===== src/rtl/core/quadratic_root_solver_assert.svh =====
// assertion macros for the quadratic root solver
// used by the top level only, no other dependencies
`ifndef QUADRATIC_ROOT_SOLVER_ASSERT_SVH
`define QUADRATIC_ROOT_SOLVER_ASSERT_SVH

// antecedent implies consequent in the same cycle
`define QRS_ASSERT_IMP(lbl, clk, rstn, ante, cons) \
  lbl: assert property (@(posedge clk) disable iff (!rstn) (ante) |-> (cons)) \
    else $error("qrs assertion failed");

// condition must never hold
`define QRS_ASSERT_NEVER(lbl, clk, rstn, cond) \
  lbl: assert property (@(posedge clk) disable iff (!rstn) !(cond)) \
    else $error("qrs assertion failed");

`endif


===== src/rtl/core/qrs_pkg.sv =====
// shared constants, kind codes and transaction types of the quadratic root solver
// no dependencies
package qrs_pkg;

  localparam int unsigned CoefW    = 16;
  localparam int unsigned FracBits = 16;
  localparam int unsigned RootW    = 48;
  localparam int unsigned KindW    = 3;

  localparam int unsigned ProdW    = 2 * CoefW;
  localparam int unsigned DiscW    = ProdW + 3;
  localparam int unsigned RadBits  = DiscW + 2 * FracBits;
  localparam int unsigned SqSteps  = (RadBits + 1) / 2;
  localparam int unsigned RadW     = 2 * SqSteps;
  localparam int unsigned SqrtW    = SqSteps;
  localparam int unsigned SqRemW   = SqrtW + 2;
  localparam int unsigned DvdW     = SqrtW + 2;
  localparam int unsigned NumSW    = DvdW + 1;
  localparam int unsigned DvsW     = CoefW + 1;
  localparam int unsigned DvSteps  = DvdW;

  localparam int unsigned QDepth   = 4;
  localparam int unsigned QPtrW    = $clog2(QDepth);
  localparam int unsigned QCntW    = $clog2(QDepth + 1);

  localparam logic [KindW-1:0] KindInf  = 3'd0;
  localparam logic [KindW-1:0] KindNone = 3'd1;
  localparam logic [KindW-1:0] KindOne  = 3'd2;
  localparam logic [KindW-1:0] KindTwo  = 3'd3;
  localparam logic [KindW-1:0] KindCplx = 3'd4;

  typedef struct packed {
    logic [KindW-1:0] kind;
    logic             zero_out;
    logic             lin;
    logic             lin_neg;
    logic             a_neg;
    logic             b_neg;
    logic [CoefW-1:0] am;
    logic [CoefW-1:0] bm;
    logic [CoefW-1:0] cm;
    logic [DiscW-1:0] disc;
  } item_t;

  typedef struct packed {
    logic empty;
    logic full;
    logic nearly_full;
  } qstat_t;

  typedef struct packed {
    logic [KindW-1:0] kind;
    logic             zero_out;
    logic             neg1;
    logic             neg2;
  } dside_t;

endpackage


===== src/rtl/core/qrs_front.sv =====
// front end: coefficient magnitudes, products, discriminant and root kind
// depends on qrs_pkg
module qrs_front (
  input  logic                      clk_i,
  input  logic                      rst_ni,
  input  logic                      in_vld_i,
  input  logic [qrs_pkg::CoefW-1:0] coef_a_i,
  input  logic [qrs_pkg::CoefW-1:0] coef_b_i,
  input  logic [qrs_pkg::CoefW-1:0] coef_c_i,
  output logic                      push_o,
  output qrs_pkg::item_t            item_o
);

  localparam int unsigned W = qrs_pkg::CoefW;

  logic                        s1_vld_q;
  logic [W-1:0]                am_q, bm_q, cm_q;
  logic                        a_neg_q, b_neg_q, c_neg_q;
  logic                        a_z_q, b_z_q, c_z_q;
  logic [qrs_pkg::ProdW-1:0]   b2_q, ac_q;
  logic [W-1:0]                am_d, bm_d, cm_d;

  logic                        s2_vld_q;
  qrs_pkg::item_t              item_q, item_d;

  logic [qrs_pkg::DiscW-1:0]   four_ac, b2_ext;
  logic                        ac_neg, d_neg;

  assign am_d = coef_a_i[W-1] ? W'(-coef_a_i) : coef_a_i;
  assign bm_d = coef_b_i[W-1] ? W'(-coef_b_i) : coef_b_i;
  assign cm_d = coef_c_i[W-1] ? W'(-coef_c_i) : coef_c_i;

  always_ff @(posedge clk_i) begin
    am_q    <= am_d;
    bm_q    <= bm_d;
    cm_q    <= cm_d;
    a_neg_q <= coef_a_i[W-1];
    b_neg_q <= coef_b_i[W-1];
    c_neg_q <= coef_c_i[W-1];
    a_z_q   <= (coef_a_i == '0);
    b_z_q   <= (coef_b_i == '0);
    c_z_q   <= (coef_c_i == '0);
    b2_q    <= bm_d * bm_d;
    ac_q    <= am_d * cm_d;
  end

  always_comb begin
    four_ac  = {1'b0, ac_q, 2'b00};
    b2_ext   = qrs_pkg::DiscW'(b2_q);
    ac_neg   = (ac_q != '0) && (a_neg_q != c_neg_q);
    d_neg    = !ac_neg && (four_ac > b2_ext);
    item_d.disc     = ac_neg ? (b2_ext + four_ac) : (d_neg ? '0 : (b2_ext - four_ac));
    item_d.lin      = a_z_q;
    item_d.lin_neg  = !c_z_q && (c_neg_q == b_neg_q);
    item_d.a_neg    = a_neg_q;
    item_d.b_neg    = b_neg_q;
    item_d.am       = am_q;
    item_d.bm       = bm_q;
    item_d.cm       = cm_q;
    item_d.zero_out = (a_z_q && b_z_q) || (!a_z_q && d_neg);
    if (a_z_q) begin
      if (b_z_q) begin
        item_d.kind = c_z_q ? qrs_pkg::KindInf : qrs_pkg::KindNone;
      end else begin
        item_d.kind = qrs_pkg::KindOne;
      end
    end else if (d_neg) begin
      item_d.kind = qrs_pkg::KindCplx;
    end else if (item_d.disc == '0) begin
      item_d.kind = qrs_pkg::KindOne;
    end else begin
      item_d.kind = qrs_pkg::KindTwo;
    end
  end

  always_ff @(posedge clk_i) begin
    item_q <= item_d;
  end

  always_ff @(posedge clk_i or negedge rst_ni) begin
    if (!rst_ni) begin
      s1_vld_q <= 1'b0;
      s2_vld_q <= 1'b0;
    end else begin
      s1_vld_q <= in_vld_i;
      s2_vld_q <= s1_vld_q;
    end
  end

  assign push_o = s2_vld_q;
  assign item_o = item_q;

endmodule


===== config.mk =====
export PLATFORM = sky130hd
export DESIGN_NAME = qrs_front
export DESIGN_NICKNAME = d
export VERILOG_FILES = /design/src/rtl/core/quadratic_root_solver_assert.svh /design/src/rtl/core/qrs_pkg.sv /design/src/rtl/core/qrs_front.sv
export SDC_FILE = /design/constraint.sdc
export NUM_CORES = 1
export LEC_CHECK = 0
export BUFFER_PORTS_ARGS = -buffer_cell sky130_fd_sc_hd__buf_2
export CORE_MARGIN = 5
export CORE_UTILIZATION = 55
export CTS_BUF_LIST = sky130_fd_sc_hd__clkbuf_16
export DETAILED_ROUTE_END_ITERATION = 10
export PLACE_DENSITY_LB_ADDON = 0.25
export SLEW_MARGIN = 30
export SYNTH_ARGS = -nofsm -noshare
export SYNTH_HDL_FRONTEND = slang
export SYNTH_SLANG_ARGS = --single-unit

===== constraint.sdc =====
create_clock -name clk_i -period 3.8 [get_ports clk_i]
set_input_delay 0.57 -clock clk_i [delete_from_list [all_inputs] [get_ports clk_i]]
set_output_delay 0.57 -clock clk_i [all_outputs]
set_load 0.02 [all_outputs]

# After elaboration in Yosys (flattened, before gate mapping)
# Cells that the tools add are included.
# classes
eq_ne,2
order_cmp,1
n_mux,10
add_sub_neg,5
mul,2
reduce_logical,14
# op_table
operator,count
$mux 35,2
$mul 16x16->32,2
$logic_not 16->1,3
$mux 16,3
$neg 16->16,3
$add 32x34->35,1
$logic_not 35->1,1
$sub 32x34->35,1
$gt 34x32->1,1
$reduce_bool 32->1,1
$mux 3,2
$logic_and 1x1->1,5
$logic_not 1->1,3
$mux 1,2
$mux 2,1
$eq 1x1->1,1
$logic_or 1x1->1,1
$ne 1x1->1,1
# word_totals
inputBits,51
ff_bits,211
word_cells,57

# Longest topological paths before layout
# depth
depth_word,10
mapped_depth,33
depth_no_buf,33

# Least setup slack after synthesis
# No wires, ideal clock.
# synth_path
kind,input to register
start,input coef_b_i[5] in the netlist's numbering
end,register b2_q[30] in the netlist's numbering
t_required_ns,3.742
setup_time_ns,0.058
n_path_buf,0
t_arrival_ns,8.075
path_slack_ns,-4.334
cell_stages,30
path_cell_list,or4_1 -> or3_1 -> nor3_1 -> nand2b_1 -> or3_1 -> nand2_1 -> xor2_1 -> clkinv_1 -> nand2_1 -> fa_1 -> fa_1 -> inv_1 -> fa_1 -> fa_1 -> fa_1 -> inv_1 -> fa_1 -> inv_1 -> ha_1 -> and3_1 -> o31a_1 -> o21a_1 -> o21a_1 -> o21ai_0 -> nand2b_1 -> a21oi_1 -> o21a_1 -> o21ai_0 -> nor4b_1 -> a211o_1
# synth_between
elab_chain_cells,3
# synth_lines
item,line,rtl
"start, declared",qrs_front.sv:8,"input logic [qrs_pkg::CoefW-1:0] coef_b_i,"
$neg 16->16,qrs_front.sv:30,assign bm_d = coef_b_i[W-1] ? W'(-coef_b_i) : coef_b_i;
$mux 16,qrs_front.sv:30,
named net bm_d[12],qrs_front.sv:21,"logic [W-1:0] am_d, bm_d, cm_d;"
$mul 16x16->32,qrs_front.sv:43,b2_q <= bm_d * bm_d;
"end signal, assigned",qrs_front.sv:43,
"end, declared",qrs_front.sv:20,"logic [qrs_pkg::ProdW-1:0] b2_q, ac_q;"
# The timed path passes the listed nets, and every way through them passes these cells.

# Worst setup path in the final report
# layout_path
start,input coef_b_i[5] in the netlist's numbering
end,register b2_q[31] in the netlist's numbering
# Same word-level chain as after synthesis.

==> summary.txt <==
Synthesis
  – #FFs+latches synth: 209
  – Asr flop ratio synth: 0.9569%
  – Syn_area_per_cell: 8.841 um2
  – Synth Warn #: 0
  – Post-synthesis sequential area ratio: 17.40%
  – Syn Inst Count: 2,726
  – Netlist cell types: 85
  – Top_reg_cell synth: dfxtp_1
  – Post-synth EDFFs: 0
  – Synth Cell Area: 24,100 um2

Worst setup path
  – Most used cell, CP: fa_1
  – Arr. time, crit path: 7.98 ns
  – CP startpoint kind: input pin
  – CP max stage delay: 0.58 ns
  – Critical path class: input pin to flop
  – CP Capture Type: flop
  – CP required: 4.26 ns
  – Worst-path fanout max: 2
  – Critical path's slowest cell: fa_1

CTS
  – CTS clk-pin slew, worst paths: 0.06 ns
  – CTS tree: yes
  – Clock Root Buffer: clkbuf_16
  – Clk sinks: 209
  – CTS buffer count: 25
  – Max H-tree Level: 1
  – CTS Buffer Depth: 3
  – Clock Latency Late Sink: 0.58 ns

STA
  – Fin worst setup slack: -3.726 ns
  – Setup TNS: -144.92 ns
  – Slew HR: 40.52%
  – Max Slew Vio Count: 0
  – Worst-margin pin slew: 0.8807 ns
  – Final setup fails: 55
  – Final Skew: 0.01052 ns
  – Hold Vio Cnt, Final: 0
  – Fin crit share: 198.1%
  – Max frequency: 132.9 MHz
  – Min Tclk post-route: 7.526 ns
  – Unrepaired setup endpoints after global routing: yes

Route
  – # DRC: 0
  – DR iter-0 viols: 2,036
  – Vias per inst: 5.514
  – Routed Antenna Nets: 0
  – DR WL/cell: 19.88 um
  – Drt pass-1 iters: 6
  – Via count: 23,182
  – Drt total wl: 83,560 um

Layout
  – Diode count: 0
  – Synthesis-to-finish area growth: 44.44%
  – Nets: 4,274
  – # fillers: 2,598
  – Share of layout cells above drive strength 1: 38.63%

GRT
  – Pin count of the biggest net entering global routing: 18
  – Grt ovf: 0
  – Global-route usage over all layers: 32.00%
  – Initial antenna violation count: 1
  – First-pass GRT wire length: 122,600 um
  – Vias in the first global route: 23,876

Flow run
  – Max-cap violations: 0

Floorplan
  – Number of core rows: 76
  – Top-Level Pins: 143
  – Die W: 219.3 um
  – Core area: 43,170 um2
  – DIE AREA: 48,100 um2
  – Chip Height: 219.3 um
  – Starting Density: 55.82%

Placement
  – RD Place Congestion: 0.9990
  – Placement Setup Slack: -4.256 ns
  – Final HPWL DP: 61,480 um
  – Port Buf Inserts: 142

Outcome
  – Outcome: finished, violations left
  – Failing checks: negative setup slack

Min path
  – Tightest Hold Check Type: input pin to flop
-- cells in the final DEF, fill, tap and decap left out, types with 22 or more instances in the layout --
cell type / instances
buf_4: 679
a21o_1: 38
a21oi_2: 24
o21a_1: 22
buf_6: 82
nand2_2: 29
nand2_1: 217
xor2_1: 30
ha_4: 48
clkbuf_16: 25
dfxtp_1: 192
fa_1: 337
buf_2: 136
a21oi_1: 69
nor3_1: 27
nor2_1: 260
o21ai_0: 32
inv_2: 47
fa_2: 22
xnor2_1: 41
inv_1: 489
ha_1: 211
-- synth_stat cells, types with 22 or more instances --
master	instances	share of area, %
a21o_1	38	1.2
nand3_1	22	0.46
a21oi_1	100	2.1
clkbuf_1	51	0.79
ha_1	263	14
xnor2_1	63	2.3
o21a_1	23	0.72
o21ai_0	66	1.4
inv_1	546	8.5
nand2_1	259	4.0
dfxtp_1	207	17
xor2_1	48	1.7
nor3_1	37	0.77
fa_1	359	30
nor2_1	295	4.6
-- layer usage --
metal	GRT usage, %	wire length [um]
met1	42.92	32820
met2	52.46	40180
met3	5.821	6596
met4	11.22	3953
met5	0	18
-- layout make-up --
class                   instances  area, um2  area share (%)
clock buffers                  25      625.6           1.797
clock inverters                20      197.7          0.5679
inverters                     566       2212           6.355
multi-input cells            1893      19960           57.35
flip-flops and latches        209       4223           12.13
well taps                     585      732.0           2.103
repair buffers                906       6857           19.70
-- flip-flops by register name, summed over array words and instances, names as in the netlist --
signal and count:
cm_q 16, am_q 16, s1_vld_q 1, b_z_q 1
c_neg_q 1, a_neg_q 1, push_o 1, c_z_q 1
ac_q 32, item_o 91, b2_q 31, b_neg_q 1
a_z_q 1, bm_q 15
-- worst max-delay path, delay by kind of cell --
| family | cells | cell delay (ns) |
|---|---|---|
| fa+ha+maj | 7 | 3.34 |
| compound gates | 10 | 1.77 |
| simple gates | 4 | 1.20 |
| buf+inv | 9 | 0.81 |
| xor+xnor | 2 | 0.27 |
-- worst paths after layout --
check | from | to | slack (ns) | cells after the start
min in group asynchronous | rst_ni | s1_vld_q | 0.31 | 2
min | in_vld_i | s1_vld_q | 0.11 | 1
min reg2reg | cm_q[12] | item_o[47] | 0.32 | 0
max in group asynchronous | rst_ni | push_o | 3.40 | 2
max reg2reg | ac_q[0] | item_o[88] | -0.27 | 15
max | coef_b_i[5] | b2_q[31] | -3.73 | 32
-- repair_timing --
action	CTS	global route
hold buffers	1	0
hold endpoints to repair	2	0
pin swaps	171	130
setup endpoints to repair	55	57
buffers inserted	88	59
gates cloned	0	0
resized for setup	253	244
-- per-stage QoR --
stage	instances	hold slack, ns	cell area, um2	utilization (%)
3_3_place_gp	4024	0.3109	30830	71.42
4_1_cts	4152	0.07070	33340	77.23
2_1_floorplan	2736	0.2744	25020	-
5_1_grt	4204	0.08943	34810	80.63
3_5_place_dp	4024	0.3121	30830	71.42
6_report	4204	0.1117	34810	80.63
-- kinds of logic after synthesis --
family | synth area share (%)
simple gates | 13.20
buf+inv | 10.09
fa+ha+maj | 43.48
compound gates | 11.52
flops | 17.40
xor+xnor | 4.034
mux | 0.2492
other cells | 0.03116
Power is left out: the tool's default activity adds up to more than one toggle a clock period on the data nets, which glitch-free logic cannot reach.
