$ cat config.mk
export PLATFORM = sky130hd
export DESIGN_NAME = qrs_queue
export DESIGN_NICKNAME = d
export VERILOG_FILES = /design/src/rtl/core/quadratic_root_solver_assert.svh /design/src/rtl/core/qrs_pkg.sv /design/src/rtl/core/qrs_queue.sv
export SDC_FILE = /design/constraint.sdc
export NUM_CORES = 1
export LEC_CHECK = 0
export BUFFER_PORTS_ARGS = -buffer_cell sky130_fd_sc_hd__buf_4
export CORE_MARGIN = 10
export CORE_UTILIZATION = 51
export DETAILED_ROUTE_END_ITERATION = 8
export PLACE_DENSITY = 0.75
export SYNTH_ARGS = -nofsm -noshare
export SYNTH_HDL_FRONTEND = slang
export SYNTH_SLANG_ARGS = --single-unit
$ cat constraint.sdc
create_clock -name clk_i -period 3.65 [get_ports clk_i]
set_input_delay 0.1825 -clock clk_i [delete_from_list [all_inputs] [get_ports clk_i]]
set_output_delay 0.1825 -clock clk_i [all_outputs]
set_load 0.05 [all_outputs]
$ cat src/rtl/core/quadratic_root_solver_assert.svh
// assertion macros for the quadratic root solver
// used by the top level only, no other dependencies
`ifndef QUADRATIC_ROOT_SOLVER_ASSERT_SVH
`define QUADRATIC_ROOT_SOLVER_ASSERT_SVH

// antecedent implies consequent in the same cycle
`define QRS_ASSERT_IMP(lbl, clk, rstn, ante, cons) \
  lbl: assert property (@(posedge clk) disable iff (!rstn) (ante) |-> (cons)) \
    else $error("qrs assertion failed");

// condition must never hold
`define QRS_ASSERT_NEVER(lbl, clk, rstn, cond) \
  lbl: assert property (@(posedge clk) disable iff (!rstn) !(cond)) \
    else $error("qrs assertion failed");

`endif

$ cat src/rtl/core/qrs_pkg.sv
// shared constants, kind codes and transaction types of the quadratic root solver
// no dependencies
package qrs_pkg;

  localparam int unsigned CoefW    = 16;
  localparam int unsigned FracBits = 16;
  localparam int unsigned RootW    = 48;
  localparam int unsigned KindW    = 3;

  localparam int unsigned ProdW    = 2 * CoefW;
  localparam int unsigned DiscW    = ProdW + 3;
  localparam int unsigned RadBits  = DiscW + 2 * FracBits;
  localparam int unsigned SqSteps  = (RadBits + 1) / 2;
  localparam int unsigned RadW     = 2 * SqSteps;
  localparam int unsigned SqrtW    = SqSteps;
  localparam int unsigned SqRemW   = SqrtW + 2;
  localparam int unsigned DvdW     = SqrtW + 2;
  localparam int unsigned NumSW    = DvdW + 1;
  localparam int unsigned DvsW     = CoefW + 1;
  localparam int unsigned DvSteps  = DvdW;

  localparam int unsigned QDepth   = 4;
  localparam int unsigned QPtrW    = $clog2(QDepth);
  localparam int unsigned QCntW    = $clog2(QDepth + 1);

  localparam logic [KindW-1:0] KindInf  = 3'd0;
  localparam logic [KindW-1:0] KindNone = 3'd1;
  localparam logic [KindW-1:0] KindOne  = 3'd2;
  localparam logic [KindW-1:0] KindTwo  = 3'd3;
  localparam logic [KindW-1:0] KindCplx = 3'd4;

  typedef struct packed {
    logic [KindW-1:0] kind;
    logic             zero_out;
    logic             lin;
    logic             lin_neg;
    logic             a_neg;
    logic             b_neg;
    logic [CoefW-1:0] am;
    logic [CoefW-1:0] bm;
    logic [CoefW-1:0] cm;
    logic [DiscW-1:0] disc;
  } item_t;

  typedef struct packed {
    logic empty;
    logic full;
    logic nearly_full;
  } qstat_t;

  typedef struct packed {
    logic [KindW-1:0] kind;
    logic             zero_out;
    logic             neg1;
    logic             neg2;
  } dside_t;

endpackage

$ cat src/rtl/core/qrs_queue.sv
// short queue between the classify front and the root back end
// depends on qrs_pkg
module qrs_queue (
  input  logic            clk_i,
  input  logic            rst_ni,
  input  logic            push_i,
  input  qrs_pkg::item_t  item_i,
  input  logic            pop_i,
  output qrs_pkg::item_t  head_o,
  output qrs_pkg::qstat_t stat_o
);

  qrs_pkg::item_t                mem_q [qrs_pkg::QDepth];
  logic [qrs_pkg::QPtrW-1:0]     wr_ptr_q, wr_ptr_d;
  logic [qrs_pkg::QPtrW-1:0]     rd_ptr_q, rd_ptr_d;
  logic [qrs_pkg::QCntW-1:0]     cnt_q, cnt_d;
  logic                          do_push, do_pop;

  assign do_push = push_i && (cnt_q != qrs_pkg::QCntW'(qrs_pkg::QDepth));
  assign do_pop  = pop_i && (cnt_q != '0);

  always_comb begin
    wr_ptr_d = wr_ptr_q;
    rd_ptr_d = rd_ptr_q;
    cnt_d    = cnt_q;
    if (do_push) begin
      wr_ptr_d = wr_ptr_q + 1'b1;
    end
    if (do_pop) begin
      rd_ptr_d = rd_ptr_q + 1'b1;
    end
    case ({do_push, do_pop})
      2'b10:   cnt_d = cnt_q + 1'b1;
      2'b01:   cnt_d = cnt_q - 1'b1;
      default: cnt_d = cnt_q;
    endcase
  end

  always_ff @(posedge clk_i or negedge rst_ni) begin
    if (!rst_ni) begin
      wr_ptr_q <= '0;
      rd_ptr_q <= '0;
      cnt_q    <= '0;
    end else begin
      wr_ptr_q <= wr_ptr_d;
      rd_ptr_q <= rd_ptr_d;
      cnt_q    <= cnt_d;
    end
  end

  always_ff @(posedge clk_i) begin
    if (do_push) begin
      mem_q[wr_ptr_q] <= item_i;
    end
  end

  assign head_o             = mem_q[rd_ptr_q];
  assign stat_o.empty       = (cnt_q == '0);
  assign stat_o.full        = (cnt_q == qrs_pkg::QCntW'(qrs_pkg::QDepth));
  assign stat_o.nearly_full = (cnt_q >= qrs_pkg::QCntW'(qrs_pkg::QDepth - 2));

endmodule

# After elaboration in Yosys (flattened, before gate mapping)
# Memory sizes are Yosys's and may differ from the RTL's.
# Index checks and enable logic that the tools add are counted.
[classes]
reduce_logical = 5
magnitude_cmp = 1
n_mux = 3
add_sub_neg = 4
eq_ne = 4
[op_table]
columns = ["op", "count"]
rows = [
  ["$pmux W3 S2", 1],
  ["$add A2 B1 Y2 const B", 2],
  ["$add A3 B1 Y3 const B", 1],
  ["$eq A3 B3 Y1 const B", 1],
  ["$ge A3 B2 Y1 const B", 1],
  ["$logic_not A3 Y1", 1],
  ["$ne A3 B3 Y1 const B", 1],
  ["$reduce_bool A3 Y1", 1],
  ["$sub A3 B1 Y3 const B", 1],
  ["$eq A2 B1 Y1 const B", 1],
  ["$eq A2 B2 Y1 const B", 1],
  ["$logic_and A1 B1 Y1", 2],
  ["$mux W1", 2],
  ["$reduce_bool A2 Y1", 1],
]
[totals]
mem_count = 1
ramBits = 364
output_inout_bits = 94
reg_bits = 7
[memory_table]
columns = ["memory", "depth", "word_bits", "rd", "rd_clocked_by_memory_dff", "wr", "line_no", "source"]
rows = [
  ["mem_q", 4, 91, 1, 0, 1, "qrs_queue.sv:13", "qrs_pkg::item_t mem_q [qrs_pkg::QDepth];"],
]

# Logic depth before layout (Yosys ltp)
# Gate-level depths: netlist (run 1).
[depth]
ltp_word = 4
depth_mapped = 9
ltp_nobuf = 9

# Worst setup path after synthesis (run 1)
# No wires, ideal clock.
[synth_path]
kind = "register to register"
start = "reg cnt_q[2] (netlist bit)"
end = "mem mem_q[0][0] (netlist bit), enable pin"
period_less_slack_ns = 3.512
path_slack_ns = 0.138
setup_time_ns = 0.460
t_required_ns = 3.190
arrival_ns = 3.052
path_buffers = 0
stages_incl_launch_ff = 4
cell_sequence = "dfrtp_1 nor3b_2 nor2b_2 and2_1"
[synth_via]
elab_chain_cells = 4
[synth_lines]
columns = ["item", "line_no", "source"]
rows = [
  ["start, declared", "qrs_queue.sv:16", "logic [qrs_pkg::QCntW-1:0] cnt_q, cnt_d;"],
  ["start signal, assigned", "qrs_queue.sv:47", "cnt_q <= cnt_d;"],
  ["$ne A3 B3 Y1", "qrs_queue.sv:19", "assign do_push = push_i && (cnt_q != qrs_pkg::QCntW'(qrs_pkg::QDepth));"],
  ["$logic_and A1 B1 Y1", "qrs_queue.sv:19", ""],
  ["$mux W1", "qrs_queue.sv:52", "if (do_push) begin"],
  ["$mux W1 (not written as such)", "qrs_queue.sv:53", "mem_q[wr_ptr_q] <= item_i;"],
  ["end, declared", "qrs_queue.sv:13", ""],
]
# Every way passes these cells.

==> results of run 1 <==
-- routing by layer --
| layer | up-vias | global-route usage (%) |
|---|---|---|
| met3 | 38 | 3.89 |
| met2 | 217 | 28.6 |
| li1 | 2833 | - |
| met1 | 3368 | 20.3 |
| met5 | - | 0 |
| met4 | 0 | 4.82 |
-- flip-flops by register name, summed over array words and instances (netlist names) --
name and cells:
wr_ptr_q 2, mem_q 364, cnt_q 3, rd_ptr_q 2
-- final cells by class --
type / instances / area, um^2 / share of cell area (%)
Clock buffer: 42 / 945 / 5.41
Tap cell: 335 / 419 / 2.40
Sequential cell: 371 / 11100 / 63.6
Clock inverter: 22 / 179 / 1.02
Timing Repair Buffer: 294 / 2500 / 14.3
Inverter: 6 / 22.5 / 0.129
Antenna cell: 1 / 2.50 / 0.0143
Multi-Input combinational cell: 116 / 2290 / 13.1
-- worst max-delay path, stage by stage, from the launching register on --
cell and delay, ps:
dfrtp_4 810, buf_4 430, mux4_2 580, buf_4 210
-- power groups by stage --
stage,Combinational (uW),Clock (uW),Sequential (uW)
after floorplan,4740,0,5910
after global placement,6280,0,6100
after detailed placement,6350,0,6170
after CTS,6460,3560,6090
after global routing,6660,3760,6170
final,6360,3500,6080
-- per-stage QoR --
stage / std cells / utilization, % / total power (uW) / hold slack (ps) / area, um^2
after floorplan: 513 / - / 10600 / -113 / 13600
after global placement: 1030 / 59.0 / 12400 / -1.49 / 15400
after detailed placement: 1030 / 59.0 / 12500 / 2.68 / 15400
after CTS: 1186 / 66.8 / 16100 / 29.9 / 17500
after global routing: 1187 / 66.8 / 16600 / 60.5 / 17500
final: 1187 / 66.8 / 15900 / 53.3 / 17500
-- what timing repair did --
item / in CTS / in global routing
hold buffers: 92 / 0
setup buffers: 0 / 0
hold endpoints to repair: 371 / 0
-- how the worst min path moves through the flow --
stage,from,to,slack [ps]
global route,rst_ni,cnt_q[0],60
detailed placement,rst_ni,cnt_q[0],3
finish,rst_ni,cnt_q[0],50
global placement,rst_ni,cnt_q[0],-1
CTS,rst_ni,cnt_q[0],30
floorplan,rst_ni,cnt_q[0],-110
-- cells in the final DEF, fill, tap and decap left out, drive strengths merged, types with 2 or more instances in the layout --
cell / Yosys / final
dlygate4sd3: 0 / 92
buf: 19 / 202
xor2: 3 / 3
inv: 6 / 6
clkinv: 0 / 17
clkinvlp: 0 / 2
edfxtp: 364 / 364
dfrtp: 7 / 7
mux4: 91 / 91
and2: 4 / 4
ha: 5 / 5
bufinv: 0 / 3
xnor2: 3 / 3
clkbuf: 1 / 42
nor2: 2 / 2
-- logic make-up (layout without fill, tap and decap cells) --
family	Yosys count	count (layout)	share of synthesized area (%)
buffers and inverters	26	364	1.30
adders and majority gates	6	6	0.609
xor gates and xnor gates	6	6	0.388
AOI/OAI and AO/OA	1	1	0.0646
DFF	371	371	81.9
other	0	1	0
muxes	93	93	15.3
and+or+nand+nor	10	10	0.471
==> impl_metrics.py, run 1 <==
metrics = {
    "run_status": {
        "run_status": "completed",
    },
    "power": {
        "combPwrFrac_pct": 39.9,
        "power.leakage_uw": 0.00606,
        "netSwitchingPower_uw": 5970,
        "internal_power_uw": 9950,
        "ir_drop_mv": 0.671,
        "power_density_mw_per_mm2": 912,
        "p_seq_share_pct": 38.1,
        "netSwitchingFraction_pct": 37.5,
        "clock_power_share_pct": 21.9,
    },
    "setup_path": {
        "r2r_cells": 4,
        "rrSetupSlack_ps": 1400,
        "timing.rr.end": "mem_q[3][19]",
        "cp_data_required_time_ps": 3470,
        "reg2reg_from": "cnt_q[2]",
        "start_kind": "flop",
        "critPathKind": "reg2out",
        "cp_max_fo": 29,
        "arrival_ps": 2540,
        "setup.worst_path.end_class": "output pin",
        "cp-endpoint": "head_o[85]",
        "crit_start": "rd_ptr_q[0]",
    },
    "layout": {
        "fin_nets": 927,
        "synthToLayoutAreaGrowth_pct": 28.8,
        "fill_cells": 1600,
        "drive_above_1_share_pct": 41.5,
    },
    "die": {
        "die_area_mm2": 0.0335,
        "dieWidth_um": 183,
        "core_mm2": 0.0261,
        "die_height_um": 183,
        "row_count": 59,
        "start_util_pct": 51.9,
        "pin_count": 189,
    },
    "clock_network": {
        "clkTransAtPathRegs_ps": 60,
        "cts_buffers": 37,
        "clock_sinks": 371,
        "cts_resized": 0,
        "cts_tree": "yes",
        "h-tree-depth": 2,
        "root_buffer": "clkbuf_16",
        "cts_max_path_buffers": 3,
        "insertion_delay_ps": 500,
    },
    "yosys": {
        "yosysTopAreaCell": "edfxtp_1",
        "ys_warn_count": 0,
        "netlist_instances": 513,
        "syn_nets": 614,
        "ys_types": 21,
        "synthTopCellsByCount": "edfxtp_1, mux4_2, buf_2",
        "yosysSeqAreaShare_pct": 81.9,
        "mappedNetlistArea_mm2": 0.0136,
        "yosysMostFrequentCell": "edfxtp_1",
        "synth_edf_count": 364,
        "synth_top_area_share_pct": 80.6,
        "ys_seq_elements": 371,
        "synth_area_leaders": "edfxtp_1, mux4_2, dfrtp_1",
        "synth_ff_type": "edfxtp_1",
        "avgSynthCellArea_um2": 26.4,
        "async_reset_ff_share_pct": 1.89,
    },
    "route": {
        "drt_iter0_markers": 399,
        "dr_wl_met3_mm": 1.77,
        "dr_total_vias": 6456,
        "drt-pass1-iter-count": 5,
        "highest_layer": "met4",
        "finalWirelength_mm": 27.4,
        "drt-wirelength-per-cell_um": 23.1,
        "ant_nets": 0,
        "wl_met1_mm": 10.5,
        "drc": 0,
        "wl_met2_mm": 14.6,
        "viasPerCell": 5.44,
    },
    "placed_design": {
        "post-place-ws_ps": 1380,
        "place_congestion": 0.739,
        "dpl.hpwl_mm": 16.3,
        "port_buffers": 188,
    },
    "grt": {
        "grt-ovfl-total": 0,
        "grt_max_degree": 59,
        "grt_pass1_vias": 7405,
        "grt_usage_pct": 16.5,
        "grt_pass1_wl_mm": 42.8,
        "antenna_found_initial": 1,
    },
    "timing": {
        "maxClockFrequency_ghz": 0.368,
        "setup_viol": 0,
        "tns_ps": 0,
        "min_period_ps": 2720,
        "hold_viol_final": 0,
        "relSlewSlack_pct": 38.2,
        "grt_setup_unrepaired": "false",
        "tightest_slew_ps": 927,
        "drv_slew": 0,
        "timing.final.crit_share_pct": 74.5,
        "fin_ws_ps": 929,
        "clock_skew_ps": 20.8,
    },
    "run": {
        "drv_cap": 0,
    },
    "min_path": {
        "hold_class": "in2async",
    },
}
(Power assumes the default switching activity.)
==> run 2: changes to the inputs <==
--- a/config.mk
+++ b/config.mk
@@ -7,9 +7,9 @@
 export LEC_CHECK = 0
 export BUFFER_PORTS_ARGS = -buffer_cell sky130_fd_sc_hd__buf_4
 export CORE_MARGIN = 10
-export CORE_UTILIZATION = 51
+export CORE_UTILIZATION = 57
 export DETAILED_ROUTE_END_ITERATION = 8
-export PLACE_DENSITY = 0.75
+export PLACE_DENSITY = 0.79
 export SYNTH_ARGS = -nofsm -noshare
 export SYNTH_HDL_FRONTEND = slang
 export SYNTH_SLANG_ARGS = --single-unit
==> constraint.sdc (replaced) <==
create_clock -name clk_i -period 2.8 [get_ports clk_i]
set_input_delay 0.14 -clock clk_i [delete_from_list [all_inputs] [get_ports clk_i]]
set_output_delay 0.14 -clock clk_i [all_outputs]
set_load 0.05 [all_outputs]
==> run 2 against run 1 <==
  * Worst setup slack worse by 600 ps
  * Clock skew down 4.5 ps
  * Total power grew 32%
  * Via count is 1.0% higher
  * Design area is 0.50% higher
  * Largest cell class unchanged
==> impl_metrics.py, run 2 (synthesis results as in run 1) <==
metrics = {
    "timing": {
        "min_period_ps": 2470,
        "hold_viol_final": 0,
        "holdWs_ps": 57.3,
        "maxClockFrequency_ghz": 0.405,
        "setup_viol": 0,
        "grt_setup_unrepaired": "false",
        "tightest_slew_ps": 532,
        "tns_ps": 0,
        "relSlewSlack_pct": 64.5,
        "clock_skew_ps": 16.3,
        "timing.final.crit_share_pct": 88.2,
        "drv_slew": 0,
    },
    "clock_network": {
        "post-cts-setup-buffer-count": 0,
        "h-tree-depth": 2,
        "cts_tree": "yes",
        "cts_max_path_buffers": 3,
        "clkTransAtPathRegs_ps": 60,
        "root_buffer": "clkbuf_16",
        "clock_sinks": 371,
        "insertion_delay_ps": 520,
        "cts_buffers": 37,
        "cts_resized": 0,
    },
    "run_status": {
        "run_status": "completed",
    },
    "route": {
        "viasPerCell": 5.57,
        "drc": 0,
        "drt_iter0_markers": 477,
        "dr_total_vias": 6522,
        "drt-wirelength-per-cell_um": 24.1,
        "drt-pass1-iter-count": 4,
        "ant_nets": 0,
        "finalWirelength_mm": 28.2,
    },
    "setup_path": {
        "slowest_delay_ps": 670,
        "setup.worst_path.end_class": "output pin",
        "start_kind": "flop",
        "path_delay_family": "flip-flops",
        "cpMaxStageDelayCell": "dfrtp_4",
        "arrival_ps": 2330,
        "cp_max_fo": 35,
        "crit_buf_inv": 2,
        "cp_cell_sequence": "buf_12 > mux4_2 > buf_4",
        "cp_data_required_time_ps": 2660,
        "critPathKind": "reg2out",
    },
    "layout": {
        "final_cell_mix": "edfxtp_1, buf_4, dlygate4sd3_1",
        "largest_reg_flops": 364,
        "top_register": "mem_q",
        "synthToLayoutAreaGrowth_pct": 29.5,
        "drive_above_1_share_pct": 41.0,
        "fin_nets": 929,
        "final_common_cell": "edfxtp_1",
        "top_regs": "mem_q x364, cnt_q x3",
    },
    "grt": {
        "antenna_found_initial": 1,
        "grt_max_degree": 45,
        "grt_pass1_wl_mm": 43.7,
        "grt_usage_pct": 18.6,
        "grt_pass1_vias": 7258,
        "grt-ovfl-total": 0,
    },
    "die": {
        "die_area_mm2": 0.0304,
        "row_count": 56,
        "start_util_pct": 57.8,
        "pin_count": 189,
        "die_height_um": 174,
        "dieWidth_um": 174,
        "core_mm2": 0.0235,
    },
    "power": {
        "ir_drop_mv": 0.844,
        "power.leakage_uw": 0.00609,
        "power_density_mw_per_mm2": 1190,
    },
    "placed_design": {
        "port_buffers": 188,
        "dpl.hpwl_mm": 16.9,
        "place_congestion": 0.794,
    },
    "run": {
        "drv_cap": 0,
    },
    "min_path": {
        "hold_class": "in2reg",
    },
}
## run 2: timing repair
item                                    4_1_cts  5_1_grt
endpoints found under the hold margin       371        0
hold buffers                                 93        0
endpoints found under the setup margin        0        0
## run 2: metrics by stage
| stage | setup WS [ps] | total power (uW) | util, % | cells | area [um^2] |
|---|---|---|---|---|---|
| after global placement | 833 | 16200 | 66.0 | 1015 | 15500 |
| final | 330 | 21000 | 74.8 | 1171 | 17600 |
| after global routing | 193 | 21800 | 74.8 | 1171 | 17600 |
| after floorplan | 289 | 13800 | - | 513 | 13600 |
| after detailed placement | 715 | 16400 | 66.0 | 1015 | 15500 |
| after CTS | 255 | 21100 | 74.8 | 1170 | 17600 |
## run 2: area by class of cell
type / count / area, um^2
sequential: 371 / 11100
fill: 1255 / 5920
timing repair buffer: 296 / 2610
multi-input combinational: 116 / 2290
clock buffer: 46 / 1000
tap: 319 / 399
clock inverter: 16 / 124
inverter: 6 / 22.5
antenna: 1 / 2.50
## run 2: worst register-to-register path: stages (launching register included)
cell,delay (ps)
dfrtp_1,450
nor3b_2,280
nor2b_2,130
inv_1,80
ha_1,170
inv_1,60
fa_1,380
xor2_1,150
nor2_1,120
xor2_1,180
## run 2: final timing paths
kind / depth (start not counted) / from / to / slack, ps
worst max-delay path: 3 / rd_ptr_q[0] / head_o[3] / 330
worst min-delay path: 3 / pop_i / rd_ptr_q[0] / 60
worst max register to register: 9 / cnt_q[0] / cnt_q[2] / 720
worst min register to register: 1 / cnt_q[2] / cnt_q[2] / 530
max in group asynchronous: 3 / rst_ni / rd_ptr_q[1] / 1880
min in group asynchronous: 3 / rst_ni / rd_ptr_q[0] / 620
## run 2: where the power goes
part           internal (uW)  switching, uW
Sequential              7340            472
Clock                   2710           1910
Combinational           3040           5500
## run 2: per-layer routing
metal / global-route usage (%) / part of all wire [%] / up-vias
li1: - / - / 2834
met3: 4.05 / 5.8 / 47
met2: 31.9 / 53 / 229
met1: 23.2 / 38 / 3412
met5: 0 / 0 / -
met4: 5.91 / 2.4 / 0
==> run 3: changes to the inputs <==
==> constraint.sdc (replaced) <==
create_clock -name clk_i -period 2.5 [get_ports clk_i]
set_input_delay 0.125 -clock clk_i [delete_from_list [all_inputs] [get_ports clk_i]]
set_output_delay 0.125 -clock clk_i [all_outputs]
set_load 0.05 [all_outputs]
==> run 3 against run 2 <==
  * Clock power increased by 12%
  * Highest routed layer is now met5
  * Clock skew decreased by 1.2 ps
  * Worst setup slack got worse by 210 ps
  * Design area increased by 0.54%
  * Non-clock buffer count increased by 13
  * Cell count increased by 1.5%
==> impl_metrics.py, run 3 (synthesis results as in run 1) <==
metrics = {
    "layout": {
        "fin_nets": 943,
        "drive_above_1_share_pct": 42.0,
        "final_cell_mix": "edfxtp_1, buf_4, dlygate4sd3_1",
        "fill_cells": 1238,
        "ff_latch_area_mm2": 0.0111,
        "largest_reg_flops": 364,
        "multi_input_area_mm2": 0.00229,
        "top_regs": "mem_q x364, cnt_q x3",
        "synthToLayoutAreaGrowth_pct": 30.2,
        "top_register": "mem_q",
        "final_common_cell": "edfxtp_1",
    },
    "die": {
        "dieWidth_um": 174,
        "die_area_mm2": 0.0304,
        "row_count": 56,
        "core_mm2": 0.0235,
        "start_util_pct": 57.8,
        "die_height_um": 174,
        "pin_count": 189,
    },
    "power": {
        "netSwitchingFraction_pct": 37.6,
        "netSwitchingPower_uw": 8910,
        "power_density_mw_per_mm2": 1340,
        "power.leakage_uw": 0.00616,
        "internal_power_uw": 14800,
        "p_total_uw": 23700,
        "clock_power_share_pct": 21.9,
        "p_seq_share_pct": 36.7,
        "ir_drop_mv": 0.779,
        "combPwrFrac_pct": 41.4,
    },
    "clock_network": {
        "root_buffer": "clkbuf_16",
        "clkTransAtPathRegs_ps": 60,
        "cts_buffers": 38,
        "cts_resized": 0,
        "h-tree-depth": 2,
        "clock_sinks": 371,
        "cts_max_path_buffers": 3,
        "cts_tree": "yes",
        "insertion_delay_ps": 510,
    },
    "setup_path": {
        "crit_buf_inv": 2,
        "crit_start": "rd_ptr_q[1]",
        "cp_data_required_time_ps": 2380,
        "reg2reg_from": "cnt_q[0]",
        "r2r_cells": 9,
        "cpMostUsedCell": "buf_4",
        "start_kind": "flop",
        "arrival_ps": 2260,
        "slowest_delay_ps": 680,
        "cpMaxStageDelayCell": "dfrtp_4",
        "cp_max_fo": 26,
        "path_delay_family": "flip-flops",
        "timing.rr.end": "cnt_q[2]",
        "cp-endpoint": "head_o[7]",
        "rrSetupSlack_ps": 360,
        "critPathKind": "reg2out",
        "cp.depth": 3,
        "cp_cell_sequence": "buf_4 > mux4_2 > buf_4",
        "setup.worst_path.end_class": "output pin",
    },
    "timing": {
        "drv_slew": 0,
        "hold_viol_final": 0,
        "tightest_slew_ps": 488,
        "clock_skew_ps": 15.1,
        "relSlewSlack_pct": 67.5,
        "grt_setup_unrepaired": "false",
        "setup_viol": 0,
        "tns_ps": 0,
        "min_period_ps": 2380,
        "maxClockFrequency_ghz": 0.420,
        "timing.final.crit_share_pct": 95.3,
    },
    "placed_design": {
        "place_congestion": 0.767,
        "dpl.hpwl_mm": 17.1,
        "port_buffers": 188,
    },
    "run": {
        "drv_cap": 0,
    },
    "route": {
        "dr_total_vias": 6668,
        "drt-wirelength-per-cell_um": 24.1,
        "drt_iter0_markers": 541,
        "viasPerCell": 5.61,
        "drt-pass1-iter-count": 5,
        "drc": 0,
        "ant_nets": 0,
        "finalWirelength_mm": 28.7,
    },
    "grt": {
        "grt_max_degree": 61,
        "antenna_found_initial": 2,
        "grt_usage_pct": 18.5,
        "grt_pass1_vias": 7348,
        "grt_pass1_wl_mm": 43.4,
        "grt-ovfl-total": 0,
    },
    "min_path": {
        "hold_class": "in2reg",
        "worstHoldStart": "pop_i",
    },
    "run_status": {
        "run_status": "completed",
    },
}
run 3: cell types whose count changed in the layout (fill, tap and decap cells not counted):
cell,before,now
clkinv_2,2,5
buf_4,191,206
clkbuf_1,7,6
buf_12,12,10
clkinv_1,10,13
run 3: per-stage QoR:
| stage | util [%] | instances | cell area, um^2 | setup slack [ps] | hold slack (ps) |
|---|---|---|---|---|---|
| 6_report | 75.2 | 1189 | 17700 | 117 | 56.9 |
| 5_1_grt | 75.2 | 1189 | 17700 | 7.27 | 68.6 |
| 4_1_cts | 74.8 | 1176 | 17600 | 24.2 | 31.2 |
| 3_5_place_dp | 65.9 | 1016 | 15500 | 406 | -52.8 |
| 3_3_place_gp | 65.9 | 1016 | 15500 | 545 | -57.3 |
| 2_1_floorplan | - | 513 | 13600 | -10.6 | -171 |
run 3: timing repair:
action	4_1_cts	5_1_grt
hold buffers	93	0
buffers inserted	0	12
hold endpoints to repair	371	0
setup endpoints to repair	0	53
run 3: worst min path at each step:
stage,end,cells after the start,slack (ps)
CTS,rd_ptr_q[0],3,30
global route,rd_ptr_q[0],3,70
finish,rd_ptr_q[0],3,60
global placement,cnt_q[0],1,-60
floorplan,cnt_q[0],0,-170
detailed placement,cnt_q[0],1,-50
run 3: tightest hold or removal path: stages:
cell and delay, ps:
buf_4 90, o31a_1 220, xor2_1 90
run 3: cell type report:
class	count	area share (%)
well taps	319	2.26
diodes	1	0.0142
multi-input cells	116	13.0
clock buffers	45	5.66
inverters	6	0.128
repair buffers	309	15.2
clock inverters	22	0.851
flip-flops and latches	371	63.0
run 3: power by group through the flow:
stage               Clock [uW]  Sequential (uW)  Combinational [uW]
floorplan                    0             8560                6920
global placement             0             8750                9470
detailed placement           0             8850                9570
CTS                       5270             8740                9720
global route              5560             8790               10300
finish                    5190             8690                9800
run 3: layer usage:
layer / wire length, um / GRT usage, % / vias up
li1: - / - / 2865
met1: 11500 / 24.1 / 3515
met2: 14900 / 30.6 / 231
met3: 1540 / 4.05 / 55
met4: 730 / 6.38 / 2
met5: 7 / 0 / -
